$ cat config.mk
export PLATFORM = sky130hd
export DESIGN_NAME = latching_solenoid_pulse_ctrl
export DESIGN_NICKNAME = d
export VERILOG_FILES = /design/src/rtl/lspc_pkg.sv /design/src/rtl/latching_solenoid_pulse_ctrl.sv /design/src/rtl/lspc_timekeeper.sv /design/src/rtl/lspc_pulse_ctrl.sv /design/src/rtl/lspc_skid.sv
export SDC_FILE = /design/constraint.sdc
export NUM_CORES = 1
export LEC_CHECK = 0
export ABC_AREA = 1
export BUFFER_PORTS_ARGS = -buffer_cell sky130_fd_sc_hd__buf_2
export CORE_MARGIN = 2
export CORE_UTILIZATION = 30
export CTS_BUF_LIST = sky130_fd_sc_hd__clkbuf_4 sky130_fd_sc_hd__clkbuf_8
export CTS_CLUSTER_DIAMETER = 50
export DETAILED_ROUTE_END_ITERATION = 16
export PLACE_DENSITY = 0.58
export SYNTH_ARGS = -nofsm -noshare
export SYNTH_HDL_FRONTEND = slang
export SYNTH_SLANG_ARGS = --single-unit
$ cat constraint.sdc
create_clock -name clk -period 10.8 [get_ports clk]
set_input_delay 0.54 -clock clk [delete_from_list [all_inputs] [get_ports clk]]
set_output_delay 0.54 -clock clk [all_outputs]
set_load 0.01 [all_outputs]
$ cat src/rtl/lspc_pkg.sv
// shared types and constants for the latching solenoid pulse controller
// no dependencies; imported by every lspc module and the top level
`timescale 1ns / 1ps
`default_nettype none

package lspc_pkg;

  // request kinds carried in req_type
  localparam logic REQ_BUTTON = 1'b0;
  localparam logic REQ_TICK   = 1'b1;

  // button bit positions
  localparam int BTN_OPEN_BIT  = 0;
  localparam int BTN_CLOSE_BIT = 1;

  // last value of seconds and minutes before they roll over
  localparam logic [5:0] LAST_SEC_MIN = 6'd59;

  // configuration register indexes and reset values
  localparam logic REG_PULSE_TICKS      = 1'b0;
  localparam logic REG_TICKS_PER_SECOND = 1'b1;
  localparam logic [7:0] PULSE_TICKS_RST      = 8'd10;
  localparam logic [6:0] TICKS_PER_SECOND_RST = 7'd100;

  localparam int APB_AW = 3;
  localparam int APB_DW = 32;

  typedef enum logic [1:0] {
    DRV_IDLE  = 2'd0,
    DRV_CLOSE = 2'd1,
    DRV_OPEN  = 2'd2
  } drive_code_t;

  typedef struct packed {
    logic       req_type;
    logic [1:0] buttons;
  } req_beat_t;

  typedef struct packed {
    logic [1:0]  driver_code;
    logic        is_opened;
    logic        is_closed;
    logic        already_there;
    logic [31:0] drive_tick_count;
    logic [15:0] elapsed_hours;
    logic [5:0]  elapsed_minutes;
    logic [5:0]  elapsed_seconds;
  } res_beat_t;

  typedef struct packed {
    logic [15:0] hours;
    logic [5:0]  minutes;
    logic [5:0]  seconds;
  } clock_t;

  typedef struct packed {
    drive_code_t drive;
    logic        opened;
    logic        closed;
    logic        already_there;
    logic [31:0] odometer;
  } drive_status_t;

endpackage

`default_nettype wire

$ cat src/rtl/latching_solenoid_pulse_ctrl.sv
// latching solenoid pulse controller, top level: apb registers and channel glue
// depends on lspc_pkg, lspc_timekeeper, lspc_pulse_ctrl, lspc_skid
// an accepted beat's result shows on out_beat after its edge if no older result waits
// throughput: one beat per cycle; the two-entry result buffer keeps in_ready high while
//   one result waits, so a stalled output only blocks input once both entries are full
// reset: synchronous active-high rst clears clock, pulse window, flags, odometer and buffer;
//   pulse_ticks returns to 10 and ticks_per_second to 100
`timescale 1ns / 1ps
`default_nettype none

module latching_solenoid_pulse_ctrl (
  input  wire logic                       clk,
  input  wire logic                       rst,
  // request channel
  input  wire logic                       in_valid,
  output logic                            in_ready,
  input  wire lspc_pkg::req_beat_t        in_beat,
  // result channel
  output logic                            out_valid,
  input  wire logic                       out_ready,
  output lspc_pkg::res_beat_t             out_beat,
  // configuration port
  input  wire logic                       psel,
  input  wire logic                       penable,
  input  wire logic                       pwrite,
  input  wire logic [lspc_pkg::APB_AW-1:0] paddr,
  input  wire logic [lspc_pkg::APB_DW-1:0] pwdata,
  output logic [lspc_pkg::APB_DW-1:0]     prdata,
  output logic                            pready
);
  import lspc_pkg::*;

  logic [7:0]    pulse_ticks;
  logic [6:0]    ticks_per_second;
  logic          cfg_write;
  logic          reg_sel;
  logic          step;
  logic          tick;
  clock_t        time_next;
  drive_status_t status_next;
  res_beat_t     result;

  // register index comes from the word address; accesses are always zero-wait
  assign pready    = 1'b1;
  assign reg_sel   = paddr[2];
  assign cfg_write = psel && penable && pwrite && pready;

  always_ff @(posedge clk) begin
    if (rst) begin
      pulse_ticks      <= PULSE_TICKS_RST;
      ticks_per_second <= TICKS_PER_SECOND_RST;
    end else if (cfg_write) begin
      case (reg_sel)
        REG_PULSE_TICKS:      pulse_ticks      <= pwdata[7:0];
        REG_TICKS_PER_SECOND: ticks_per_second <= pwdata[6:0];
        default: ;
      endcase
    end
  end

  always_comb begin
    case (reg_sel)
      REG_PULSE_TICKS:      prdata = {24'd0, pulse_ticks};
      REG_TICKS_PER_SECOND: prdata = {25'd0, ticks_per_second};
      default:              prdata = '0;
    endcase
  end

  // a beat is taken whenever the result buffer has room; state updates at that edge
  assign step = in_valid && in_ready;
  assign tick = step && (in_beat.req_type == REQ_TICK);

  // elapsed time only advances on tick beats
  lspc_timekeeper u_timekeeper (
    .clk              (clk),
    .rst              (rst),
    .tick             (tick),
    .ticks_per_second (ticks_per_second),
    .time_next        (time_next)
  );

  // button beats latch requests, tick beats run the drive window
  lspc_pulse_ctrl u_pulse_ctrl (
    .clk         (clk),
    .rst         (rst),
    .step        (step),
    .req         (in_beat),
    .pulse_ticks (pulse_ticks),
    .status_next (status_next)
  );

  // the result reports state as it stands after this beat
  always_comb begin
    result.driver_code      = status_next.drive;
    result.is_opened        = status_next.opened;
    result.is_closed        = status_next.closed;
    result.already_there    = status_next.already_there;
    result.drive_tick_count = status_next.odometer;
    result.elapsed_hours    = time_next.hours;
    result.elapsed_minutes  = time_next.minutes;
    result.elapsed_seconds  = time_next.seconds;
  end

  // result register pair decouples the output handshake from acceptance
  lspc_skid u_skid (
    .clk       (clk),
    .rst       (rst),
    .push      (step),
    .push_beat (result),
    .not_full  (in_ready),
    .out_valid (out_valid),
    .out_ready (out_ready),
    .out_beat  (out_beat)
  );

endmodule

`default_nettype wire

$ cat src/rtl/lspc_timekeeper.sv
// elapsed hours:minutes:seconds clock advanced by tick beats
// depends on lspc_pkg
`timescale 1ns / 1ps
`default_nettype none

module lspc_timekeeper (
  input  wire logic            clk,
  input  wire logic            rst,
  input  wire logic            tick,
  input  wire logic [6:0]      ticks_per_second,
  output lspc_pkg::clock_t     time_next
);
  import lspc_pkg::*;

  logic [6:0]  subsecond;
  logic [6:0]  subsecond_next;
  logic [5:0]  seconds;
  logic [5:0]  seconds_next;
  logic [5:0]  minutes;
  logic [5:0]  minutes_next;
  logic [15:0] hours;
  logic [15:0] hours_next;

  logic [6:0] sub_inc;
  logic       sec_roll;

  assign sub_inc  = subsecond + 7'd1;
  assign sec_roll = (sub_inc >= ticks_per_second);

  always_comb begin
    subsecond_next = subsecond;
    seconds_next   = seconds;
    minutes_next   = minutes;
    hours_next     = hours;
    if (tick) begin
      subsecond_next = sec_roll ? 7'd0 : sub_inc;
      if (sec_roll) begin
        if (seconds >= LAST_SEC_MIN) begin
          seconds_next = 6'd0;
          if (minutes >= LAST_SEC_MIN) begin
            minutes_next = 6'd0;
            hours_next   = hours + 16'd1;
          end else begin
            minutes_next = minutes + 6'd1;
          end
        end else begin
          seconds_next = seconds + 6'd1;
        end
      end
    end
  end

  always_ff @(posedge clk) begin
    if (rst) begin
      subsecond <= '0;
      seconds   <= '0;
      minutes   <= '0;
      hours     <= '0;
    end else begin
      subsecond <= subsecond_next;
      seconds   <= seconds_next;
      minutes   <= minutes_next;
      hours     <= hours_next;
    end
  end

  assign time_next.hours   = hours_next;
  assign time_next.minutes = minutes_next;
  assign time_next.seconds = seconds_next;

endmodule

`default_nettype wire

$ cat src/rtl/lspc_pulse_ctrl.sv
// request latch, pulse window and bridge drive with odometer
// depends on lspc_pkg
`timescale 1ns / 1ps
`default_nettype none

module lspc_pulse_ctrl (
  input  wire logic              clk,
  input  wire logic              rst,
  input  wire logic              step,
  input  wire lspc_pkg::req_beat_t req,
  input  wire logic [7:0]        pulse_ticks,
  output lspc_pkg::drive_status_t status_next
);
  import lspc_pkg::*;

  logic        pending_open, pending_open_next;
  logic        pending_close, pending_close_next;
  logic        action_open, action_open_next;
  logic        action_close, action_close_next;
  logic        opened_flag, opened_flag_next;
  logic        closed_flag, closed_flag_next;
  logic [7:0]  pulse_remaining, pulse_remaining_next;
  drive_code_t drive_state, drive_state_next;
  logic [31:0] odometer, odometer_next;
  logic        there;

  always_comb begin
    logic [7:0] rem;
    logic       ao;
    logic       ac;
    pending_open_next    = pending_open;
    pending_close_next   = pending_close;
    action_open_next     = action_open;
    action_close_next    = action_close;
    opened_flag_next     = opened_flag;
    closed_flag_next     = closed_flag;
    pulse_remaining_next = pulse_remaining;
    drive_state_next     = drive_state;
    odometer_next        = odometer;
    there                = 1'b0;
    rem                  = pulse_remaining;
    ao                   = action_open;
    ac                   = action_close;
    if (step && (req.req_type == REQ_BUTTON)) begin
      // open wins when both buttons are pressed
      if (req.buttons[BTN_OPEN_BIT]) begin
        pending_open_next = 1'b1;
        there             = opened_flag;
      end else if (req.buttons[BTN_CLOSE_BIT]) begin
        pending_close_next = 1'b1;
        there              = closed_flag;
      end
    end else if (step) begin
      if (pending_open || pending_close) begin
        rem = pulse_ticks;
        if (pending_open) begin
          ao = !opened_flag;
          ac = 1'b0;
        end else begin
          ao = 1'b0;
          ac = !closed_flag;
        end
        pending_open_next  = 1'b0;
        pending_close_next = 1'b0;
      end
      if (rem != 8'd0) begin
        pulse_remaining_next = rem - 8'd1;
        action_open_next     = ao;
        action_close_next    = ac;
        if (ao) begin
          drive_state_next = DRV_OPEN;
          opened_flag_next = 1'b1;
          closed_flag_next = 1'b0;
          odometer_next    = odometer + 32'd1;
        end else if (ac) begin
          drive_state_next = DRV_CLOSE;
          opened_flag_next = 1'b0;
          closed_flag_next = 1'b1;
          odometer_next    = odometer + 32'd1;
        end else begin
          drive_state_next = DRV_IDLE;
        end
      end else begin
        pulse_remaining_next = rem;
        drive_state_next     = DRV_IDLE;
        action_open_next     = 1'b0;
        action_close_next    = 1'b0;
      end
    end
  end

  always_ff @(posedge clk) begin
    if (rst) begin
      pending_open    <= 1'b0;
      pending_close   <= 1'b0;
      action_open     <= 1'b0;
      action_close    <= 1'b0;
      opened_flag     <= 1'b0;
      closed_flag     <= 1'b0;
      pulse_remaining <= '0;
      drive_state     <= DRV_IDLE;
      odometer        <= '0;
    end else begin
      pending_open    <= pending_open_next;
      pending_close   <= pending_close_next;
      action_open     <= action_open_next;
      action_close    <= action_close_next;
      opened_flag     <= opened_flag_next;
      closed_flag     <= closed_flag_next;
      pulse_remaining <= pulse_remaining_next;
      drive_state     <= drive_state_next;
      odometer        <= odometer_next;
    end
  end

  assign status_next.drive         = drive_state_next;
  assign status_next.opened        = opened_flag_next;
  assign status_next.closed        = closed_flag_next;
  assign status_next.already_there = there;
  assign status_next.odometer      = odometer_next;

  // position flags are exclusive
  a_flags_exclusive: assert property (@(posedge clk) disable iff (rst)
    !(opened_flag && closed_flag))
    else $error("opened and closed flags both set");

  // a driving state always matches the position flag it sets
  a_drive_matches_flag: assert property (@(posedge clk) disable iff (rst)
    ((drive_state != DRV_OPEN) || opened_flag) &&
    ((drive_state != DRV_CLOSE) || closed_flag))
    else $error("drive state disagrees with position flags");

  // odometer only moves on a driving tick
  a_odometer_drives: assert property (@(posedge clk) disable iff (rst)
    (odometer != $past(odometer)) |-> (drive_state != DRV_IDLE))
    else $error("odometer advanced while bridge idle");

endmodule

`default_nettype wire

$ cat src/rtl/lspc_skid.sv
// two-entry result buffer between the update logic and the output channel
// depends on lspc_pkg
`timescale 1ns / 1ps
`default_nettype none

module lspc_skid (
  input  wire logic               clk,
  input  wire logic               rst,
  input  wire logic               push,
  input  wire lspc_pkg::res_beat_t push_beat,
  output logic                    not_full,
  output logic                    out_valid,
  input  wire logic               out_ready,
  output lspc_pkg::res_beat_t     out_beat
);
  import lspc_pkg::*;

  res_beat_t  slot [2];
  logic       wr_ptr;
  logic       rd_ptr;
  logic [1:0] count;
  logic [1:0] count_next;
  logic       pop;

  assign pop        = out_valid && out_ready;
  assign out_valid  = (count != 2'd0);
  assign not_full   = (count != 2'd2);
  assign out_beat   = slot[rd_ptr];
  assign count_next = count + {1'b0, push} - {1'b0, pop};

  always_ff @(posedge clk) begin
    if (push) begin
      slot[wr_ptr] <= push_beat;
    end
  end

  always_ff @(posedge clk) begin
    if (rst) begin
      wr_ptr <= 1'b0;
      rd_ptr <= 1'b0;
      count  <= '0;
    end else begin
      if (push) begin
        wr_ptr <= !wr_ptr;
      end
      if (pop) begin
        rd_ptr <= !rd_ptr;
      end
      count <= count_next;
    end
  end

endmodule

`default_nettype wire
==> reports/results.ini <==
[run_status]
status = finished clean

[setup_path]
slowest_stage = nor2_4
path_cells = ha_1 > nand4_1 > nor2_1 > xor2_1 > ha_1 > nand2_1 > nor2_1 > nand2_1 > a21oi_1 > nor2_1 > nor2_4 > nand2_2 > inv_2 > nand3_1 > nand2_1 > inv_1
setup.worst_path.start_class = flip-flop
cp_max_fo = 26
r2r_end = u_skid.slot[1][23]
path_class = reg -> reg
r2r-start = u_timekeeper.subsecond[0]
cp.arrival_ns = 3.59
critPathCaptureType = flip-flop
cp-endpoint = u_skid.slot[1][23]
critPathLaunch = u_timekeeper.subsecond[0]
required_ns = 11.08
r2r_cells = 16
regToRegSetupSlack_ns = 7.49
max_stage_delay_ns = 0.47

[drt]
vias = 7967
drt_wl_total_microns = 23700
drc = 0
drtIter0Drc = 546
firstDrtPassIters = 5
wl_per_cell_microns = 13.5
vias_per_cell = 4.54
postRouteAntennaNets = 0

[pwr]
internal-power_mw = 1.73
vdd_drop_max_mv = 0.120
p_leak_nw = 5.27
comb_power_share_pct = 19.7
p_per_area_mw_per_mm2 = 191
switchingPower_mw = 0.681
p_sw_share_pct = 28.3
pwr-share-seq_pct = 43.7
power.clock.fraction_pct = 36.6

[clocking]
clkLatencyLatePin_ns = 0.54
clk_path_buf_depth = 3
root_buffer = clkbuf_8
ctsResizeCount = 0
cts_buffers = 43
clkSinkCount = 233
h-tree-depth = 2
post_cts.repair.setup_buffers = 0
clk_pin_slew_worst_paths_ns = 0.06
hold_buffers = 0
tritoncts = done

[worst_hold_path]
whs_path_depth = 3
hold_path.class = in -> reg

[global_routing]
grt_pass1_vias = 7597
grt_max_degree = 80
grt_usage_pct = 12.4
grt_pass1_wl_microns = 38300
grt-ovfl-total = 0
antenna_found_initial = 0

[yosys]
yosysTopAreaCell = edfxtp_1
ys_async_sr_fraction_pct = 0
avgSynthCellArea_sq_um = 9.45
netlist_area_sq_mm = 0.0108
yosysWarningCount = 0
synth_cells = 1147
ys_top_cells_by_area = edfxtp_1 (36%), dfxtp_1 (19%), nand2_1 (7.7%), mux2_2 (6.8%), inv_1 (5.0%)
synth_cell_types = 40
synth-edff-count = 130
synth_top_cell_area_share_pct = 36.0
synth_ff_type = edfxtp_1
synth-seq-cells = 233
ys_seq_area_share_pct = 55.0

[placement]
place_area_sq_mm = 0.0117
dp_slack_ns = 7.51
hpwl_microns = 15800
io_buffers = 93
gp_congestion = 0.847

[sta]
setup_ws_ns = 7.49
fin_crit_sh_pct = 30.7
fin_tns_setup_ns = 0
slew_headroom_pct = 35.9
rsz0062_at_grt = no
holdWs_ns = 0.249
hold_viol = 0
worst_slew_pin_slew_ns = 0.962
skew_ns = 0.0183
fmax_mhz = 302
fin_crit_ns = 3.31
slew_violations = 0
setup_viol = 0

[cells_and_area]
final_cell_mix = nand2_1 (221), inv_1 (143), edfxtp_1 (130)
nNetsFinal = 1320
layout-drive-gt1-share_pct = 22.2
final_common_cell = nand2_1
area_delta_synth_final_pct = 16.3
final_core_util_pct = 35.4
postLayoutCellArea_sq_mm = 0.0126
n_antenna_cell = 0

[flow_run]
cap_viol_max_count = 0

[floorplan]
coreArea_sq_mm = 0.0356
ios = 145
fp.dieW_microns = 194
start_util_pct = 30.5
die_h_microns = 194
die_area_sq_mm = 0.0377
num_rows = 69

synthesized netlist by cell type, types with 8 or more instances:
cell type	count
dfxtp_1	103
ha_1	16
nand4_1	28
nor3_1	21
mux2_2	65
buf_4	27
nor2_1	105
clkbuf_1	21
o21ai_0	39
edfxtp_1	130
a21oi_1	63
nand2_1	221
nand2_2	11
xor2_1	18
inv_1	143
inv_2	10
nand3_1	63
nand3b_1	8
kinds of logic (layout without fill, tap and decap cells):
logic type	count (synthesis)	count (layout)	share of synthesized area [%]
AOI/OAI and AO/OA	119	119	5.89
buffers and inverters	206	330	8.33
xor gates and xnor gates	22	22	1.85
and+or+nand+nor	484	484	20.2
other	2	25	0.0693
DFF	233	233	55.0
adders and majority gates	16	16	1.85
muxes	65	65	6.75
area by class of cell:
cell class	instances	area, sq um
Clock inverter	16	133
Clock buffer	64	787
Tap cell	461	577
Multi-Input combinational cell	731	4070
Inverter	153	574
Fill cell	3641	23000
Timing Repair Buffer	97	495
Sequential cell	233	5970
registers in the layout (all words and copies together), names as in the netlist, 2 cells and up, named ones only:
name,count
u_pulse_ctrl.pulse_remaining,8
u_pulse_ctrl.drive_state,2
u_timekeeper.minutes,6
u_timekeeper.seconds,6
u_skid.slot,130
u_timekeeper.hours,16
u_timekeeper.subsecond,7
pulse_ticks,8
u_skid.count,2
ticks_per_second,7
u_pulse_ctrl.odometer,32
critical path, delay by kind of cell, from the launching register on:
family	cells	cell delay (ns)
compound gates	1	0.12
xor+xnor	1	0.10
fa+ha+maj	2	0.54
buf+inv	2	0.31
flops	1	0.42
simple gates	10	1.58
layer usage:
layer,wire [microns],global-route usage [%]
met1,11700,17.4
met2,10300,19.2
met3,1290,2.66
met4,450,3.34
met5,0,0
power groups by stage:
| stage | Sequential, mW | Combinational [mW] | Clock (mW) |
|---|---|---|---|
| after floorplan | 1.07 | 0.349 | 0 |
| after global placement | 1.07 | 0.485 | 0 |
| after detailed placement | 1.07 | 0.486 | 0 |
| after CTS | 1.05 | 0.488 | 0.914 |
| after global routing | 1.06 | 0.526 | 0.955 |
| final | 1.05 | 0.475 | 0.881 |
how the worst min path moves through the flow:
stage	startpoint	to	slack (ns)
2_1_floorplan	u_skid.rd_ptr	flip-flop	0.43
3_3_place_gp	u_skid.rd_ptr	flip-flop	0.43
3_5_place_dp	u_skid.rd_ptr	u_skid.rd_ptr	0.45
4_1_cts	pwdata[1]	pulse_ticks[1]	0.21
5_1_grt	rst	u_skid.count[0]	0.23
6_report	pwdata[2]	pulse_ticks[2]	0.25
stage by stage:
stage | total power [mW] | instances
2_1_floorplan | 1.42 | 1170
4_1_cts | 2.45 | 1755
3_3_place_gp | 1.55 | 1675
6_report | 2.41 | 1755
3_5_place_dp | 1.56 | 1675
5_1_grt | 2.54 | 1755
No activity file was read; power rests on OpenSTA's default activity.
